===== src/hdl/mbox_pkg.sv =====
`timescale 1ns / 1ps

package mbox_pkg;

	// Positions of the From_ date pattern matcher.
	localparam int NFA_POS = 61;
	localparam int ACC_A = 36;
	localparam int ACC_B = 60;
	localparam int NFA_FANOUT = 4;

	// Widths fixed by the fields and registers.
	localparam int TARGET_BITS = 24;
	localparam int MIB_BITS = 12;
	localparam int MIB_SHIFT = 20;
	localparam int BYTES_BITS = 33;
	localparam int CFG_DATA_BITS = 24;
	localparam int CFG_INDEX_BITS = 2;

	// Configuration register indexes.
	localparam logic [CFG_INDEX_BITS-1:0] REG_TARGET = 2'd0;
	localparam logic [CFG_INDEX_BITS-1:0] REG_QUIRK = 2'd1;
	localparam logic [CFG_INDEX_BITS-1:0] REG_MAX_MIB = 2'd2;
	localparam logic [MIB_BITS-1:0] MAX_MIB_RESET = 12'd100;

	// Result kinds.
	localparam logic [1:0] KIND_BODY = 2'd0;
	localparam logic [1:0] KIND_SEP = 2'd1;
	localparam logic [1:0] KIND_EOF = 2'd2;

	// Bytes of interest.
	localparam logic [7:0] CH_LF = 8'h0A;
	localparam logic [7:0] CH_CR = 8'h0D;

	// Progress through a bare "From " line.
	localparam logic [2:0] SHORT_DONE = 3'd5;
	localparam logic [2:0] SHORT_FAIL = 3'd6;

	typedef enum logic [4:0] {
		CL_NONE, CL_F, CL_R, CL_O, CL_M, CL_SP, CL_NSP, CL_DQ, CL_NDQ, CL_AL,
		CL_D03S, CL_DIG, CL_D02, CL_COLON, CL_D05, CL_D12, CL_D03, CL_COMMA
	} char_class_t;

	typedef logic [NFA_POS-1:0] nfa_vec_t;

	localparam char_class_t POS_CLASS [NFA_POS] = '{
		CL_NONE, CL_F, CL_R, CL_O, CL_M, CL_SP, CL_NSP, CL_DQ, CL_NDQ, CL_DQ,
		CL_SP, CL_AL, CL_AL, CL_AL, CL_SP, CL_AL, CL_AL, CL_AL, CL_SP, CL_D03S,
		CL_DIG, CL_SP, CL_D02, CL_DIG, CL_COLON, CL_D05, CL_DIG, CL_COLON, CL_D05, CL_DIG,
		CL_SP, CL_NSP, CL_SP, CL_D12, CL_DIG, CL_DIG, CL_DIG, CL_NSP, CL_SP, CL_AL,
		CL_AL, CL_AL, CL_COMMA, CL_SP, CL_D03, CL_DIG, CL_SP, CL_AL, CL_AL, CL_AL,
		CL_SP, CL_D12, CL_DIG, CL_DIG, CL_DIG, CL_SP, CL_D02, CL_DIG, CL_COLON, CL_D05,
		CL_DIG
	};

	// Successors of each position; zero marks an unused slot.
	localparam logic [5:0] POS_NEXT [NFA_POS][NFA_FANOUT] = '{
		'{6'd1, 6'd0, 6'd0, 6'd0}, '{6'd2, 6'd0, 6'd0, 6'd0},
		'{6'd3, 6'd0, 6'd0, 6'd0}, '{6'd4, 6'd0, 6'd0, 6'd0},
		'{6'd5, 6'd0, 6'd0, 6'd0}, '{6'd5, 6'd6, 6'd7, 6'd37},
		'{6'd6, 6'd10, 6'd0, 6'd0}, '{6'd8, 6'd0, 6'd0, 6'd0},
		'{6'd8, 6'd9, 6'd0, 6'd0}, '{6'd10, 6'd0, 6'd0, 6'd0},
		'{6'd10, 6'd11, 6'd0, 6'd0}, '{6'd12, 6'd0, 6'd0, 6'd0},
		'{6'd13, 6'd0, 6'd0, 6'd0}, '{6'd14, 6'd0, 6'd0, 6'd0},
		'{6'd14, 6'd15, 6'd0, 6'd0}, '{6'd16, 6'd0, 6'd0, 6'd0},
		'{6'd17, 6'd0, 6'd0, 6'd0}, '{6'd18, 6'd0, 6'd0, 6'd0},
		'{6'd18, 6'd19, 6'd0, 6'd0}, '{6'd20, 6'd0, 6'd0, 6'd0},
		'{6'd21, 6'd0, 6'd0, 6'd0}, '{6'd21, 6'd22, 6'd0, 6'd0},
		'{6'd23, 6'd0, 6'd0, 6'd0}, '{6'd24, 6'd0, 6'd0, 6'd0},
		'{6'd25, 6'd0, 6'd0, 6'd0}, '{6'd26, 6'd0, 6'd0, 6'd0},
		'{6'd27, 6'd30, 6'd0, 6'd0}, '{6'd28, 6'd0, 6'd0, 6'd0},
		'{6'd29, 6'd0, 6'd0, 6'd0}, '{6'd30, 6'd0, 6'd0, 6'd0},
		'{6'd30, 6'd31, 6'd33, 6'd0}, '{6'd31, 6'd32, 6'd0, 6'd0},
		'{6'd32, 6'd33, 6'd0, 6'd0}, '{6'd34, 6'd0, 6'd0, 6'd0},
		'{6'd35, 6'd0, 6'd0, 6'd0}, '{6'd36, 6'd0, 6'd0, 6'd0},
		'{6'd0, 6'd0, 6'd0, 6'd0}, '{6'd37, 6'd38, 6'd0, 6'd0},
		'{6'd38, 6'd39, 6'd0, 6'd0}, '{6'd40, 6'd0, 6'd0, 6'd0},
		'{6'd41, 6'd0, 6'd0, 6'd0}, '{6'd42, 6'd0, 6'd0, 6'd0},
		'{6'd43, 6'd0, 6'd0, 6'd0}, '{6'd43, 6'd44, 6'd45, 6'd0},
		'{6'd45, 6'd0, 6'd0, 6'd0}, '{6'd46, 6'd0, 6'd0, 6'd0},
		'{6'd46, 6'd47, 6'd0, 6'd0}, '{6'd48, 6'd0, 6'd0, 6'd0},
		'{6'd49, 6'd0, 6'd0, 6'd0}, '{6'd50, 6'd0, 6'd0, 6'd0},
		'{6'd50, 6'd51, 6'd0, 6'd0}, '{6'd52, 6'd0, 6'd0, 6'd0},
		'{6'd53, 6'd0, 6'd0, 6'd0}, '{6'd54, 6'd0, 6'd0, 6'd0},
		'{6'd55, 6'd0, 6'd0, 6'd0}, '{6'd55, 6'd56, 6'd0, 6'd0},
		'{6'd57, 6'd0, 6'd0, 6'd0}, '{6'd58, 6'd0, 6'd0, 6'd0},
		'{6'd59, 6'd0, 6'd0, 6'd0}, '{6'd60, 6'd0, 6'd0, 6'd0},
		'{6'd0, 6'd0, 6'd0, 6'd0}
	};

	localparam logic [7:0] FROM_WORD [5] = '{8'h46, 8'h72, 8'h6F, 8'h6D, 8'h20};

	// Whether a byte belongs to a character class.
	function automatic logic class_match(char_class_t cls, logic [7:0] b);
		logic alpha;
		logic digit;
		logic res;
		alpha = (b >= 8'h61 && b <= 8'h7A) || (b >= 8'h41 && b <= 8'h5A);
		digit = b >= 8'h30 && b <= 8'h39;
		case (cls)
			CL_F: res = b == 8'h46;
			CL_R: res = b == 8'h72;
			CL_O: res = b == 8'h6F;
			CL_M: res = b == 8'h6D;
			CL_SP: res = b == 8'h20;
			CL_NSP: res = b != 8'h20;
			CL_DQ: res = b == 8'h22;
			CL_NDQ: res = b != 8'h22;
			CL_AL: res = alpha;
			CL_D03S: res = b == 8'h20 || (b >= 8'h30 && b <= 8'h33);
			CL_DIG: res = digit;
			CL_D02: res = b >= 8'h30 && b <= 8'h32;
			CL_COLON: res = b == 8'h3A;
			CL_D05: res = b >= 8'h30 && b <= 8'h35;
			CL_D12: res = b == 8'h31 || b == 8'h32;
			CL_D03: res = b >= 8'h30 && b <= 8'h33;
			CL_COMMA: res = b == 8'h2C;
			default: res = 1'b0;
		endcase
		return res;
	endfunction

	// One step of the pattern matcher: every active position enables its successors.
	function automatic nfa_vec_t nfa_step(nfa_vec_t cur, logic [7:0] b);
		nfa_vec_t nx;
		logic [5:0] q;
		nx = '0;
		for (int p = 0; p < NFA_POS; p++) begin
			for (int k = 0; k < NFA_FANOUT; k++) begin
				q = POS_NEXT[p][k];
				if (cur[p] && q != 6'd0 && class_match(POS_CLASS[q], b)) begin
					nx[q] = 1'b1;
				end
			end
		end
		return nx;
	endfunction

endpackage


===== src/hdl/mbox_message_splitter.sv =====
`timescale 1ns / 1ps

// Mailbox splitter: takes one byte of an mbox file per request on the input
// channel (in_valid / in_stall) and returns one result per newline and per
// end-of-file marker on the output channel (out_valid / out_stall). Bytes
// that are not newlines produce no result.
// A request is registered on acceptance; the state update then advances the
// line and message state and loads the result register, unless the receiver
// stalls. One byte is taken every cycle while the receiver does not stall;
// the state update between the two registers is combinational.
// When the receiver stalls, the result is held, the state update pauses and
// the input register takes at most one more request; in_stall is then high
// until the waiting result is taken.
// Configuration is written through cfg_we / cfg_index / cfg_data only while
// the block is idle: a rule for the user, which the block does not enforce.
// Reset clears all line and message state, sets the register defaults
// (target 0, quirk mode off, 100 MiB limit) and empties both registers. An
// end-of-file request also resets the state but keeps the configuration.
module mbox_message_splitter
	import mbox_pkg::*;
#(
	parameter int LINE_LEN_BITS = 16,
	parameter int MSG_NUM_BITS = 24
) (
	input  logic clk,
	input  logic arst_n,
	input  logic cfg_we,
	input  logic [CFG_INDEX_BITS-1:0] cfg_index,
	input  logic [CFG_DATA_BITS-1:0] cfg_data,
	input  logic in_valid,
	output logic in_stall,
	input  logic [7:0] data_byte,
	input  logic end_of_file,
	output logic out_valid,
	input  logic out_stall,
	output logic [1:0] line_kind,
	output logic [MSG_NUM_BITS-1:0] message_number,
	output logic [LINE_LEN_BITS-1:0] line_length,
	output logic keep,
	output logic oversize
);

	localparam int CMP_BITS = 32;

	// Configuration registers.
	logic [TARGET_BITS-1:0] target_q;
	logic quirk_q;
	logic [MIB_BITS-1:0] max_mib_q;

	// Input register.
	logic s1_valid_s1;
	logic [7:0] byte_s1;
	logic eof_s1;

	// Line and message state.
	nfa_vec_t nfa_q, nfa_d;
	logic hit_q, hit_d;
	logic [2:0] short_q, short_d;
	logic blank_q, blank_d;
	logic [LINE_LEN_BITS-1:0] raw_q, raw_d, trim_q, trim_d;
	logic [MSG_NUM_BITS-1:0] msg_q, msg_d;
	logic [BYTES_BITS-1:0] bytes_q, bytes_d;

	// Result register.
	logic out_valid_q;
	logic res_en;
	logic [1:0] kind_d, kind_q;
	logic [MSG_NUM_BITS-1:0] num_q;
	logic [LINE_LEN_BITS-1:0] len_d, len_q;
	logic keep_d, keep_q, over_d, over_q;

	logic out_free, step;
	nfa_vec_t nfa_adv;
	logic sep, keep_line;
	logic [BYTES_BITS:0] bytes_sum;
	logic [BYTES_BITS-1:0] limit;

	assign out_free = !out_valid_q || !out_stall;
	assign step = s1_valid_s1 && out_free;
	assign in_stall = s1_valid_s1 && !out_free;
	assign limit = BYTES_BITS'({max_mib_q, MIB_SHIFT'(0)});
	assign nfa_adv = nfa_step(nfa_q, byte_s1);

	// Configuration writes.
	always_ff @(posedge clk or negedge arst_n) begin
		if (!arst_n) begin
			target_q <= '0;
			quirk_q <= 1'b0;
			max_mib_q <= MAX_MIB_RESET;
		end else if (cfg_we) begin
			case (cfg_index)
				REG_TARGET: target_q <= cfg_data[TARGET_BITS-1:0];
				REG_QUIRK: quirk_q <= cfg_data[0];
				REG_MAX_MIB: max_mib_q <= cfg_data[MIB_BITS-1:0];
				default: ;
			endcase
		end
	end

	// Input register.
	always_ff @(posedge clk or negedge arst_n) begin
		if (!arst_n) begin
			s1_valid_s1 <= 1'b0;
		end else if (!in_stall) begin
			s1_valid_s1 <= in_valid;
		end
	end

	always_ff @(posedge clk) begin
		if (in_valid && !in_stall) begin
			byte_s1 <= data_byte;
			eof_s1 <= end_of_file;
		end
	end

	// Next state and result for the registered byte.
	always_comb begin
		nfa_d = nfa_q;
		hit_d = hit_q;
		short_d = short_q;
		blank_d = blank_q;
		raw_d = raw_q;
		trim_d = trim_q;
		msg_d = msg_q;
		bytes_d = bytes_q;
		res_en = 1'b0;
		kind_d = KIND_BODY;
		len_d = '0;
		keep_d = 1'b0;
		over_d = 1'b0;
		sep = 1'b0;
		keep_line = CMP_BITS'(target_q) == 0 || CMP_BITS'(msg_q) == CMP_BITS'(target_q);
		bytes_sum = (BYTES_BITS + 1)'(bytes_q) + (BYTES_BITS + 1)'(trim_q) + 1'b1;
		if (eof_s1) begin
			res_en = 1'b1;
			kind_d = KIND_EOF;
			over_d = bytes_q > limit;
			nfa_d = nfa_vec_t'(1);
			hit_d = 1'b0;
			short_d = '0;
			raw_d = '0;
			trim_d = '0;
			blank_d = 1'b1;
			msg_d = '0;
			bytes_d = '0;
		end else if (byte_s1 != CH_LF) begin
			if (raw_q != '1) begin
				raw_d = raw_q + 1'b1;
			end
			if (byte_s1 != CH_CR) begin
				trim_d = raw_d;
			end
			nfa_d = nfa_adv;
			hit_d = hit_q || nfa_adv[ACC_A] || nfa_adv[ACC_B];
			if (short_q < SHORT_DONE) begin
				short_d = (byte_s1 == FROM_WORD[short_q]) ? short_q + 1'b1 : SHORT_FAIL;
			end else if (short_q == SHORT_DONE && byte_s1 != CH_CR) begin
				short_d = SHORT_FAIL;
			end
		end else begin
			// End of line: decide separator, then tag the line.
			res_en = 1'b1;
			len_d = trim_q;
			if (blank_q) begin
				if (trim_q != '0) begin
					if (!quirk_q) begin
						blank_d = 1'b0;
					end
					sep = hit_q || (quirk_q && short_q == SHORT_DONE);
				end
			end else if (trim_q == '0) begin
				blank_d = 1'b1;
			end
			if (sep) begin
				if (msg_q != '1) begin
					msg_d = msg_q + 1'b1;
				end
				bytes_d = '0;
				kind_d = KIND_SEP;
			end else begin
				if (keep_line) begin
					bytes_d = bytes_sum[BYTES_BITS] ? '1 : bytes_sum[BYTES_BITS-1:0];
				end
				kind_d = KIND_BODY;
				keep_d = keep_line;
				over_d = bytes_d > limit;
			end
			nfa_d = nfa_vec_t'(1);
			hit_d = 1'b0;
			short_d = '0;
			raw_d = '0;
			trim_d = '0;
		end
	end

	// State registers.
	always_ff @(posedge clk or negedge arst_n) begin
		if (!arst_n) begin
			nfa_q <= nfa_vec_t'(1);
			hit_q <= 1'b0;
			short_q <= '0;
			blank_q <= 1'b1;
			raw_q <= '0;
			trim_q <= '0;
			msg_q <= '0;
			bytes_q <= '0;
		end else if (step) begin
			nfa_q <= nfa_d;
			hit_q <= hit_d;
			short_q <= short_d;
			blank_q <= blank_d;
			raw_q <= raw_d;
			trim_q <= trim_d;
			msg_q <= msg_d;
			bytes_q <= bytes_d;
		end
	end

	// Result register.
	always_ff @(posedge clk or negedge arst_n) begin
		if (!arst_n) begin
			out_valid_q <= 1'b0;
		end else if (out_free) begin
			out_valid_q <= step && res_en;
		end
	end

	// At end of file the result names the last message, not the cleared count.
	always_ff @(posedge clk) begin
		if (out_free && step && res_en) begin
			kind_q <= kind_d;
			num_q <= eof_s1 ? msg_q : msg_d;
			len_q <= len_d;
			keep_q <= keep_d;
			over_q <= over_d;
		end
	end

	assign out_valid = out_valid_q;
	assign line_kind = kind_q;
	assign message_number = num_q;
	assign line_length = len_q;
	assign keep = keep_q;
	assign oversize = over_q;

	// A separator result never carries keep or oversize.
	assert property (@(posedge clk) disable iff (!arst_n)
		out_valid && line_kind == KIND_SEP |-> !keep && !oversize)
		else $error("separator result with keep or oversize");

	// An end-of-file result has no length and is not kept.
	assert property (@(posedge clk) disable iff (!arst_n)
		out_valid && line_kind == KIND_EOF |-> line_length == '0 && !keep)
		else $error("end-of-file result with length or keep");

	// The input side only stalls while the input register holds a request.
	assert property (@(posedge clk) disable iff (!arst_n)
		in_stall |-> s1_valid_s1 && out_valid_q)
		else $error("input stalled without a pending request");

	// After an end-of-file step the message state is back at reset.
	assert property (@(posedge clk) disable iff (!arst_n)
		step && eof_s1 |=> msg_q == '0 && bytes_q == '0 && blank_q)
		else $error("state not cleared after end of file");

endmodule


===== config.mk =====
export PLATFORM = sky130hd
export DESIGN_NAME = mbox_message_splitter
export DESIGN_NICKNAME = d
export VERILOG_FILES = /design/src/hdl/mbox_pkg.sv /design/src/hdl/mbox_message_splitter.sv
export SDC_FILE = /design/constraint.sdc
export NUM_CORES = 1
export LEC_CHECK = 0
export BUFFER_PORTS_ARGS = -buffer_cell sky130_fd_sc_hd__buf_2
export CAP_MARGIN = 20
export CORE_UTILIZATION = 50
export DETAILED_ROUTE_END_ITERATION = 8
export PLACE_DENSITY = 0.75
export SETUP_SLACK_MARGIN = 0.4
export SLEW_MARGIN = 20
export SYNTH_ARGS = -nofsm -noshare
export SYNTH_HDL_FRONTEND = slang
export SYNTH_SLANG_ARGS = --single-unit

===== constraint.sdc =====
create_clock -name clk -period 4.65 [get_ports clk]
set_input_delay 0.465 -clock clk [delete_from_list [all_inputs] [get_ports clk]]
set_output_delay 0.465 -clock clk [all_outputs]
set_load 0.01 [all_outputs]

==> impl_summary.md, run 1 <==
Pwr
Dividing total power by cell area gives a power density of 357.3 nW/um^2. Total power for the finished layout comes to 5.404 mW. For this design the static power due to leakage is slightly below 7 nW.

The maximum resistive drop on vdd is 0.0003068 V.

STA
The peak clock frequency supported by timing is 234.2 MHz. The final total negative setup slack is 0 ps. The final hold violation count is 0. The worst relative slew slack is 33.73%. The post-route fraction of the period consumed by the critical path is 91.82%. Setup repair after global routing could not meet its margin everywhere. The number of pins exceeding their max-slew limit in the final report is 0. Between clock sinks in the finished design, the worst skew comes to 12.69 ps. The routed design could run at a clock period as short as 4270 ps. On the final layout, the worst hold slack is 84.96 ps. The number of endpoints failing setup at the final stage is 0. At the pin with the least slew margin, the transition time is 994.0 ps.

Placement
The last weighted congestion value of the routability-driven placer is 0.9484. The number of buffer cells added on primary ports is 85. The number of instances in the placed design is 1685. The estimated wirelength of the detail-placed design is 22660 um.

Worst setup path
For the worst setup path, the data arrival time is about 4600 ps. The critical register-to-register path startpoint is trim_q[0]$_DFFE_PN0P_. The setup check on the worst reg-to-reg path leaves a slack of roughly 380 ps. The slowest stage of the critical path is the sky130_fd_sc_hd__o41ai_4 cell. The worst register-to-register path ends at oversize$_DFFE_PP_.

The longest individual stage delay on the worst path is 400 ps. The number of buffers and inverters on the critical path is 2. At the worst endpoint, the required time is 4940 ps. The worst register-to-register path has a depth of 20. The highest net fanout along the worst path is 3. The worst setup path is of the register to register kind. The signal on the critical path passes through inv_2, ha_4, inv_2, fa_2, a21o_1, a22o_1, o41ai_4, o31ai_4, and4_1, and2_4, nand2_4, xor2_1, nand2_1, ha_4, and3_4, nand4_1, a2111oi_4, o311ai_2, nor4b_2, o211ai_1. STA classifies the critical path startpoint as a register. In this design, the largest share of critical-path delay is due to compound AO/OA/AOI/OAI gates. STA classifies the critical path endpoint as a register.

Clock network
The TritonCTS buffer count is 27. The number of buffers on the longest clock path is 3. The clock net in this run drives a total of 245 sinks. In this run the number of H-tree levels came out at 1. TritonCTS built the clock tree.

After clock tree synthesis, the clock-pin slew on the worst setup and hold paths is about 70 ps. The tree is rooted in a sky130_fd_sc_hd__clkbuf_16. The clock latency reported for the late side of the worst-skew pair is 550 ps.

Detailed routing
The detailed router finished its first iteration with 848 violations. The post-detailed-route DRC marker count is 0. In the final routed layout, each cell accounts on average for 18.65 um. The detail route stage leaves a number of antenna-violating nets equal to 0. For this block, the via count after detailed routing is 10488. Summed over all layers, the routed wires come to 32540 um. Dividing the detail-routed via count by the number of cells gives 6.010. The pre-antenna-repair detailed-routing pass consisted of 5 iterations.

Yosys
Counting flops and latches in the post-synthesis netlist gives 245. The net count after synthesis is 1410. The largest area contributor in the synthesized netlist is sky130_fd_sc_hd__dfrtp_1. Counting flops with an async set or reset pin after synthesis yields a share of between 70% and 80%. Dividing the synthesized area by the synthesized cell count gives 9.923 um^2.

The share of synthesized area in the top cell type comes to 35.67%. Among all flip-flop cells after synthesis, the most frequent one is sky130_fd_sc_hd__dfrtp_1. The count of unique library cells instantiated by Yosys is 72.

Summing every instance area after synthesis gives roughly 13000 um^2. Sorting the synthesized cells by area gives the leading types as sky130_fd_sc_hd__dfrtp_1 (36%), sky130_fd_sc_hd__edfxtp_1 (12%), sky130_fd_sc_hd__ha_1 (4.5%), sky130_fd_sc_hd__o21ai_0 (4.2%), sky130_fd_sc_hd__nand2_1 (4.1%). The part of the Yosys area used for sequential elements is 48.80%.

Synthesis produced approximately 1300 cells. The number of enable flip-flop cells after synthesis is 53. The number of warnings printed during yosys synthesis is 0.

Global route
The first global-routing pass estimated about 53000 um of wire. The largest net degree at the start of global routing is 126. The number of antenna violations at the first check in global routing is 1. Global routing consumed, over all layers together, 24.74% of the routing resources. The via count of the first global-routing pass was 10263. The total overflow left after global routing is 0.

Layout
The commonest non-fill, non-tap cell in the layout is sky130_fd_sc_hd__dfrtp_1. The area growth from synthesis to layout is 15.29%. At the end of the flow, the number of nets in the layout was between 1000 and 1500. Excluding fillers, the count of instances in the completed layout stands at 1745. The fraction of layout instances using a drive strength above 1 is 17.96%. Leaving out fill and tap cells, the most frequent cells in the layout are sky130_fd_sc_hd__dfrtp_1 (187), sky130_fd_sc_hd__nand2_1 (141), sky130_fd_sc_hd__o21ai_0 (109), sky130_fd_sc_hd__nor2_1 (96), sky130_fd_sc_hd__buf_2 (84).

Floorplan
The initial utilization of the core area, before any placement, comes to 51.50%. The floorplan has 58 rows. The die covers about 27000 um^2. The total area inside the core boundary comes to 25470 um^2. The die is 164.0 um tall. 86 I/O pins were placed. The floorplan step set the die width to 164.0 um.

Min path
The worst hold path class is primary input to register. The source of the worst hold timing path is end_of_file. Counting instances, the worst hold path has a depth of 1. The end point of the most critical hold path is eof_s1$_DFFE_PP_.

Status
The flow ran to the end, and the final reports show no timing, DRC or antenna violations.

Flow run
Across the run, the number of max-cap violations was 0.
[report_power, final]
group	leakage [nW]	internal, mW	switching, mW	total (mW)
logic	3.19	0.207	0.317	0.524
clock network	0.515	1.53	0.925	2.45
registers	3.08	2.32	0.114	2.43
[logic make-up (layout without fill, tap and decap cells)]
kind of cell	count (synthesis)	in the layout	synth area share, %
DFF	245	245	48.80
other	0	1	0
buffers and inverters	112	204	3.348
xor gates and xnor gates	80	80	5.341
AOI/OAI and AO/OA	338	338	16.69
muxes	42	42	3.586
adders and majority gates	48	48	4.635
and+or+nand+nor	457	457	17.60
[cell usage after synthesis (5+ instances only)]
cell,instances
sky130_fd_sc_hd__and2_1,26
sky130_fd_sc_hd__dfstp_2,5
sky130_fd_sc_hd__nor4_1,26
sky130_fd_sc_hd__nand2b_1,9
sky130_fd_sc_hd__o21ai_0,110
sky130_fd_sc_hd__mux2_2,40
sky130_fd_sc_hd__and3_1,16
sky130_fd_sc_hd__xnor2_1,26
sky130_fd_sc_hd__o22ai_1,5
sky130_fd_sc_hd__nor3b_1,6
sky130_fd_sc_hd__a22o_1,45
sky130_fd_sc_hd__edfxtp_1,53
sky130_fd_sc_hd__clkbuf_1,68
sky130_fd_sc_hd__o31ai_1,25
sky130_fd_sc_hd__nand2_1,143
sky130_fd_sc_hd__nand4_1,25
sky130_fd_sc_hd__o21a_1,9
sky130_fd_sc_hd__o211ai_1,7
sky130_fd_sc_hd__ha_1,47
sky130_fd_sc_hd__a21o_1,19
sky130_fd_sc_hd__nor2b_1,13
sky130_fd_sc_hd__o41ai_1,7
sky130_fd_sc_hd__nor2_1,97
sky130_fd_sc_hd__xor2_1,54
sky130_fd_sc_hd__a31oi_1,13
sky130_fd_sc_hd__or2_2,6
sky130_fd_sc_hd__and4_1,12
sky130_fd_sc_hd__dfrtp_1,187
sky130_fd_sc_hd__nor3_1,21
sky130_fd_sc_hd__a211oi_1,5
sky130_fd_sc_hd__inv_1,34
sky130_fd_sc_hd__nand3_1,31
sky130_fd_sc_hd__a21oi_1,63
sky130_fd_sc_hd__a32o_1,5
sky130_fd_sc_hd__buf_2,6
[final cells by class]
cell class	instances	area, um^2
Timing Repair Buffer	120	711.9
Antenna cell	1	2.502
Fill cell	2094	10350
Multi-Input combinational cell	965	6424
Clock buffer	32	767.0
Tap cell	330	412.9
Inverter	34	127.6
Sequential cell	245	6402
Clock inverter	18	276.5
[state kept, by name, summed over array words and instances, names as in the netlist, 3 cells and up]
register        cells
line_length        16
bytes_q            33
target_q           24
message_number     24
trim_q             16
msg_q              24
nfa_q              59
raw_q              16
short_q             3
max_mib_q          12
byte_s1             8
[through the flow]
step	util (%)	setup slack, ps	area [um^2]
2_1_floorplan	-	422.3	13130
3_3_place_gp	54.49	224.2	13880
3_5_place_dp	54.49	-30.00	13880
4_1_cts	59.05	280.4	15040
5_1_grt	59.38	124.5	15120
6_report	59.38	380.5	15120
[worst max path at each step]
stage	to	from	cells past startpoint	slack [ps]
finish	oversize$_DFFE_PP_	trim_q[0]$_DFFE_PN0P_	20	380
global route	oversize$_DFFE_PP_	trim_q[0]$_DFFE_PN0P_	20	120
CTS	oversize$_DFFE_PP_	trim_q[0]$_DFFE_PN0P_	20	280
detailed placement	oversize$_DFFE_PP_	trim_q[0]$_DFFE_PN0P_	20	-30
global placement	oversize$_DFFE_PP_	trim_q[0]$_DFFE_PN0P_	20	220
floorplan	oversize$_DFFE_PP_	trim_q[0]$_DFFE_PN0P_	20	420
[per-layer routing]
layer  vias up  track usage (%)  share of wire, %
met2       320            39.79                47
met1      5143            34.96                46
met3        63            3.611               5.3
met4         0            6.566               2.5
li1       4962                -                 -
met5         -                0                 0
[worst register-to-register path, stage by stage (launching register included)]
cell and delay, ps:
sky130_fd_sc_hd__dfrtp_1 390, sky130_fd_sc_hd__inv_2 90, sky130_fd_sc_hd__ha_4 140, sky130_fd_sc_hd__inv_2 40
sky130_fd_sc_hd__fa_2 330, sky130_fd_sc_hd__a21o_1 200, sky130_fd_sc_hd__a22o_1 220, sky130_fd_sc_hd__o41ai_4 400
sky130_fd_sc_hd__o31ai_4 100, sky130_fd_sc_hd__and4_1 240, sky130_fd_sc_hd__and2_4 180, sky130_fd_sc_hd__nand2_4 60
sky130_fd_sc_hd__xor2_1 140, sky130_fd_sc_hd__nand2_1 100, sky130_fd_sc_hd__ha_4 280, sky130_fd_sc_hd__and3_4 160
sky130_fd_sc_hd__nand4_1 150, sky130_fd_sc_hd__a2111oi_4 260, sky130_fd_sc_hd__o311ai_2 160, sky130_fd_sc_hd__nor4b_2 260
sky130_fd_sc_hd__o211ai_1 100
[what timing repair did]
item | CTS | global route
setup endpoints to repair | 1 | 1
hold buffers | 1 | 0
resized for setup | 15 | 11
setup buffers | 7 | 1
hold endpoints to repair | 64 | 0
pin swaps | 13 | 11
Power figures use the tool's default switching activity.
==> run 2, diff against run 1 <==
Clock period 4.65 ns to 4.8 ns, I/O delays scaled along.
==> impl_summary.md, run 2 (synthesized netlist as in run 1, its figures left out) <==
Status
The run finished with clean final reports.

Worst setup path
In this run the critical register-to-register path is launched from bytes_q[0]$_DFFE_PN0P_. STA classifies the critical path startpoint as a register. For the worst setup path, the data arrival time is 4660 ps. The category of the most critical setup path is register to register. The terminus of the critical flop-to-flop path is oversize$_DFFE_PP_. The worst reg-to-reg setup slack is between 400 and 500 ps.

The highest net fanout along the worst path is 4. The worst reg-to-reg path cell count is 25. STA classifies the critical path endpoint as a register. The required time reported for the critical path endpoint is 5080 ps.

STA
Setup violations remaining at the end of the flow were counted as 0. The peak clock frequency supported by timing is around 230 MHz. For the final routed database, the setup TNS stands at 0 ps.

Dividing the final minimum period by the clock period gives 91.40%. Setup repair after global routing could not meet its margin everywhere. The final hold violation count is 0. The number of pins exceeding their max-slew limit in the final report was 0. The tightest hold margin is roughly 47 ps.

In this run the tightest slew margin relative to its limit is between 20% and 30%. In the post-route analysis, the smallest setup slack over all paths is 412.7 ps. The routed design could run at a clock period as short as 4387 ps. The slew at the pin closest to its max-slew limit is 1082 ps. Between clock sinks in the finished design, the worst skew comes to ~13 ps.

Detailed routing
After detailed routing, the average wire length per cell comes to 18.58 um. The number of vias per cell is roughly 6.0. The post-detailed-route DRC marker count is 0.

The final wirelength is 32390 um. The detail route stage leaves a number of antenna-violating nets equal to 0. For this block, the via count after detailed routing is 10440. The number of design-rule violations left by the first detailed-router iteration is a little under 900.

The first detailed-routing pass ran for 5 iterations.

Pwr
The worst-case IR drop observed on VDD is 0.0003105 V. Power spread over the standard cell area amounts to 324.0 nW/um^2. The power consumption is 4.846 mW.

The total leakage power is between 6 and 7 nW.

Clock network
The clock sink total is 245. In this run the number of H-tree levels came out at 1. The number of buffers on the longest clock path is 3. The post-cts hold buffer count is 0.

TritonCTS built the clock tree. The TritonCTS buffer count is 26. At the later pin of the worst-skew pair, clock insertion delay measures 540 ps. Clock-pin slew was measured on the worst setup and hold paths at 70 ps. The cell at the root of the clock tree is sky130_fd_sc_hd__clkbuf_16.

Layout
The commonest non-fill, non-tap cell in the layout is sky130_fd_sc_hd__dfrtp_1. The net count of the finished layout is between 1000 and 1500. In the layout the commonest cells are sky130_fd_sc_hd__dfrtp_1 (187), sky130_fd_sc_hd__nand2_1 (141), sky130_fd_sc_hd__o21ai_0 (108), sky130_fd_sc_hd__nor2_1 (96), sky130_fd_sc_hd__buf_2 (84). Compared with the post-synthesis result, the final layout area differs by 13.99%. The fraction of layout instances using a drive strength above 1 is 17.76%. The layout has about 2100 filler cells. The flip-flop count of the largest register after layout is 59. The register with the highest flop count is nfa_q.

The number of diodes is 0. The largest registers in the layout are nfa_q: 59 flops, bytes_q: 33 flops.

Floorplan
From left edge to right edge, the die measures 164.0 um. The die is around 160 um tall. Once the floorplan was initialized, standard cells occupied 51.50% of the core. The area of the placeable core is 25470 um^2. The die footprint is 26890 um^2. The floorplan row count is 58. During I/O placement, the number of pins put on the boundary was 86.

Global route
The global-route met1 utilization is between 30 and 40%. The global routing's busiest layer is met2. For this run, global-route usage on met3 was measured as about 3.3%. The residual overflow from global routing is 0. The largest net degree at the start of global routing is approximately 130.

The via count of the first global-routing pass is approximately 10000. The fraction of met2 tracks used by global routing is 39.02%. The global-route wire length before repair is about 52000 um. The number of antenna violations at the first check in global routing came to 0. In the global route stage, overall resource usage came out at 24.46%.

Placement
The last weighted congestion value of the routability-driven placer is around 0.96. Once detailed placement completed, the half-perimeter wirelength came to 22320 um. Buffers placed on the I/O ports in this run total 85. Prior to clock tree synthesis, the placed netlist has a worst setup slack of 142.2 ps.

Flow run
The max-cap check violation count is 0.

Min path
The worst hold path class is primary input to async pin.
[run 2: report_power, final]
group          total [mW]  switching [mW]  internal, mW
registers            2.35           0.102          2.24
logic               0.495           0.303         0.192
clock network        2.01           0.865          1.14
[run 2: critical path, stage by stage, from the launching register on]
cell and delay, ps:
sky130_fd_sc_hd__dfrtp_1 390, sky130_fd_sc_hd__inv_1 70, sky130_fd_sc_hd__ha_2 170, sky130_fd_sc_hd__inv_2 40, sky130_fd_sc_hd__fa_2 350, sky130_fd_sc_hd__a21o_1 210
sky130_fd_sc_hd__a22o_1 230, sky130_fd_sc_hd__o41ai_4 360, sky130_fd_sc_hd__buf_4 180, sky130_fd_sc_hd__buf_6 80, sky130_fd_sc_hd__buf_4 90, sky130_fd_sc_hd__buf_4 90
sky130_fd_sc_hd__buf_4 90, sky130_fd_sc_hd__buf_6 80, sky130_fd_sc_hd__buf_6 80, sky130_fd_sc_hd__buf_6 80, sky130_fd_sc_hd__buf_6 80, sky130_fd_sc_hd__buf_6 80
sky130_fd_sc_hd__buf_6 80, sky130_fd_sc_hd__buf_6 110, sky130_fd_sc_hd__xnor2_4 120, sky130_fd_sc_hd__nand4_1 150, sky130_fd_sc_hd__o31ai_4 330, sky130_fd_sc_hd__o311ai_1 140
sky130_fd_sc_hd__nor4b_1 300, sky130_fd_sc_hd__o211ai_1 130
[run 2: metal layers]
layer,share of wire [%],wire (um),vias to the layer above
met2,46,14950,304
li1,-,-,4937
met4,2.7,877,0
met5,0,0,-
met3,5.4,1760,65
met1,46,14800,5134
[run 2: final cells by class]
| cell class | instances | area, um^2 | share of cell area (%) |
|---|---|---|---|
| Inverter | 34 | 127.6 | 0.8534 |
| Timing Repair Buffer | 121 | 735.7 | 4.920 |
| Multi-Input combinational cell | 965 | 6420 | 42.93 |
| Tap cell | 330 | 412.9 | 2.761 |
| Clock inverter | 19 | 173.9 | 1.163 |
| Sequential cell | 245 | 6402 | 42.81 |
| Clock buffer | 29 | 681.9 | 4.560 |
[run 2: what timing repair did]
action | 4_1_cts | 5_1_grt
resized for setup | 14 | 23
pin swaps | 10 | 16
endpoints found under the setup margin | 1 | 1
setup buffers | 13 | 4
[run 2: worst max path at each step]
stage,start,to,slack (ps),depth (start not counted)
2_1_floorplan,trim_q[0]$_DFFE_PN0P_,oversize$_DFFE_PP_,510,20
3_3_place_gp,trim_q[0]$_DFFE_PN0P_,oversize$_DFFE_PP_,250,20
3_5_place_dp,trim_q[0]$_DFFE_PN0P_,oversize$_DFFE_PP_,140,20
4_1_cts,trim_q[0]$_DFFE_PN0P_,oversize$_DFFE_PP_,400,20
5_1_grt,bytes_q[0]$_DFFE_PN0P_,oversize$_DFFE_PP_,280,20
6_report,bytes_q[0]$_DFFE_PN0P_,oversize$_DFFE_PP_,410,25
[run 2: per-stage QoR]
step,std cells,util (%),instance area [um^2]
floorplan,1322,-,13120
global placement,1678,54.19,13800
detailed placement,1678,54.19,13800
CTS,1739,58.18,14820
global route,1743,58.71,14950
finish,1743,58.71,14950
==> run 3, diff against run 2 <==
Clock period 4.8 ns to 4.14 ns, I/O delays scaled along.
==> impl_summary.md, run 3 (synthesized netlist as in run 1, its figures left out) <==
Clock network
The count of H-tree levels built during CTS is 1. The CTS clock-pin slew for the worst setup and hold paths is 60 ps. The post-cts hold buffer count is 0. TritonCTS built the clock tree.

The clock net in this run drives a total of 245 sinks. The number of setup buffers added after CTS is 0. Clock latency on the worst-skew pair, taken at its later pin, is 560 ps. The TritonCTS buffer count is 28. The root buffer cell chosen for the clock tree is sky130_fd_sc_hd__clkbuf_16. Counting along the longest clock path gives a buffer depth of 3.

STA
The number of pins exceeding their max-slew limit in the final report came to 0. The minimum period implied by the final worst setup slack is roughly 4200 ps. The final hold violation count was 14. The largest clock skew in the final design is 19.03 ps.

The tightest hold path in the finished design has a slack of -58.96 ps. The peak clock frequency supported by timing is 240.2 MHz. Setup violations remaining at the end of the flow were counted as 1.

The slew at the pin closest to its max-slew limit is 982.0 ps. Setup repair after global routing could not meet its margin everywhere. The final setup slack of the worst path is -22.67 ps. The final total negative setup slack is -22.67 ps. The post-route fraction of the period consumed by the critical path is 100.5%. Headroom to the max-slew limit came out at 34.53%.

Layout
The flip-flop count of the largest register after layout is 59. In the layout the commonest cells are sky130_fd_sc_hd__dfrtp_1 (187), sky130_fd_sc_hd__nand2_1 (141), sky130_fd_sc_hd__o21ai_0 (110), sky130_fd_sc_hd__nor2_1 (97), sky130_fd_sc_hd__buf_2 (84). The register with the highest flop count is nfa_q.

Leaving out fill and tap cells, the most frequent cell in the layout is sky130_fd_sc_hd__dfrtp_1. The number of filler instances in the final layout is 2100. Of the cells placed in the final design, the portion with a size suffix greater than 1 is 17.69%. The repair_antennas step left the layout with diodes totalling 0. The area growth from synthesis to layout is 14.77%. In the final design database the tool counted ~1500 nets. The utilization after layout is 59.11%.

The count of non-filler cells in the finished layout is 1760. The largest registers in the layout are nfa_q: 59 flops, bytes_q: 33 flops.

Placement
The number of instances in the placed design is 1707. Port buffering added 85 buffers. Detailed placement finished with a half-perimeter wire length of about 23000 um. The last weighted congestion value of the routability-driven placer is 0.9150.

Floorplan
The area of the placeable core is between 20000 and 30000 um^2. The count of pins on the block boundary is 86. The effective utilization at floorplan is 51.50%. The horizontal die dimension is 164.0 um. The y dimension of the die is 164.0 um. After floorplanning, the core was divided into 58 placement rows. The die covers approximately 27000 um^2.

Worst setup path
The required time reported for the critical path endpoint is 4430 ps. The category of the worst setup path launch point is a register. Data arrives at the worst endpoint at approximately 4500 ps. The slowest stage of the critical path belongs to the cell sky130_fd_sc_hd__dfrtp_1.

The worst setup path is of the register to register kind. The cell seen most often among critical-path stages is sky130_fd_sc_hd__ha_1. Along the worst path, the maximum fanout reaches 4. On the worst path, the slowest cell contributes a delay of between 300 and 400 ps. The endpoint kind of the worst setup timing path is a register. Traced cell by cell, the critical path runs through inv_2, ha_1, inv_1, fa_2, a21o_1, a22o_1, o41ai_4, o31ai_2, and4_4, and2_4, nand2_2, xor2_1, nand2_1, ha_1, and3_1, nand4_1, a2111oi_2, o311ai_1, nor4b_1, o211ai_1.

Min path
The worst hold path belongs to the class primary input to async pin.

Detailed routing
The number of design-rule violations left by the first detailed-router iteration is between 900 and 1000. Dividing the detail-routed via count by the number of cells gives ~6. After detailed routing, the number of remaining DRC violations is 0.

Once detail routing completed, the nets flagged for antenna violations numbered 0. The first-pass iteration count of the detailed router is 5. The final wirelength is 32950 um. The detailed-route wire length per cell is 18.72 um. The via count is 10513.

Global route
The largest net degree at the start of global routing is 104. Global routing finished with a remaining overflow of 0. The first global-routing pass estimated 52750 um of wire.

The number of antenna violations at the first check in global routing came to 0. The overall fraction of global-route tracks in use is 24.90%. The via count of the first global-routing pass is just under 10000.

Status
The checks that failed: negative hold slack, negative setup slack. The flow ran to the end, but the final reports show violations.

Pwr
The power consumption is between 5 and 6 mW. Power spread over the standard cell area amounts to between 300 and 400 nW/um^2. In this run the static leakage power is approximately 6.8 nW. IR analysis of the VDD net gives a maximum drop of ~0.00036 V.

Flow run
The max-cap check violation count is 0.
run 3: cell count changes in the layout (fill, tap and decap cells not counted), moves of 2 or more:
cell                        change
sky130_fd_sc_hd__clkbuf_16      +3
sky130_fd_sc_hd__clkinv_2       -5
sky130_fd_sc_hd__ha_2           -3
sky130_fd_sc_hd__buf_4         +20
sky130_fd_sc_hd__clkbuf_8       +2
sky130_fd_sc_hd__ha_1           +4
sky130_fd_sc_hd__o21ai_0        +2
sky130_fd_sc_hd__buf_6          -8
sky130_fd_sc_hd__clkinv_1       -2
sky130_fd_sc_hd__clkbuf_1       +3
run 3: routing by layer:
metal  track usage, %  part of all wire, %  up-vias
met5                0                    0        -
met4            7.534                  2.5        0
met3            3.182                  6.1       63
met2            39.77                   47      310
met1            35.37                   44     5155
li1                 -                    -     4985
run 3: cell type report:
type	count	area, um^2	area share [%]
sequential	245	6402	42.52
inverter	34	127.6	0.8476
clock inverter	16	200.2	1.330
multi-input combinational	965	6317	41.96
clock buffer	36	782.0	5.194
timing repair buffer	134	814.5	5.410
tap	330	412.9	2.742
run 3: power by group:
group / internal, mW / switching [mW]
sequential: 2.60 / 0.120
combinational: 0.230 / 0.356
clock: 1.54 / 1.05
total: 4.37 / 1.52
run 3: final timing paths:
| kind | end | slack, ps | cells past startpoint | from |
|---|---|---|---|---|
| min reg2reg | nfa_q[9]$_DFFE_PN0P_ | 470 | 2 | nfa_q[9]$_DFFE_PN0P_ |
| min | bytes_q[11]$_DFFE_PN0P_ | -60 | 1 | arst_n |
| max | oversize$_DFFE_PP_ | -20 | 20 | trim_q[0]$_DFFE_PN0P_ |
| max reg2reg | oversize$_DFFE_PP_ | -20 | 20 | trim_q[0]$_DFFE_PN0P_ |
| max in group asynchronous | max_mib_q[2]$_DFFE_PN1P_ | 3170 | 2 | arst_n |
| min in group clk | byte_s1[0]$_DFFE_PP_ | 30 | 1 | data_byte[0] |
run 3: critical path, delay by kind of cell (launching register included):
kind            cells  cell delay [ps]
compound gates      7             1370
flops               1              390
xor+xnor            1              150
fa+ha+maj           3              780
simple gates        7             1080
buf+inv             2              120
run 3: per-stage QoR:
stage	hold slack (ps)	instance area [um^2]	setup WS (ps)
2_1_floorplan	118.4	13150	168.9
3_3_place_gp	450.3	14070	50.33
3_5_place_dp	450.1	14070	-70.87
4_1_cts	1.724	15050	-15.82
5_1_grt	11.82	15060	-278.4
6_report	-58.96	15060	-22.67
run 3: what timing repair did:
item                                    4_1_cts  5_1_grt
gates resized for setup                       1        0
pin swaps                                     1        0
endpoints found under the setup margin        1        1
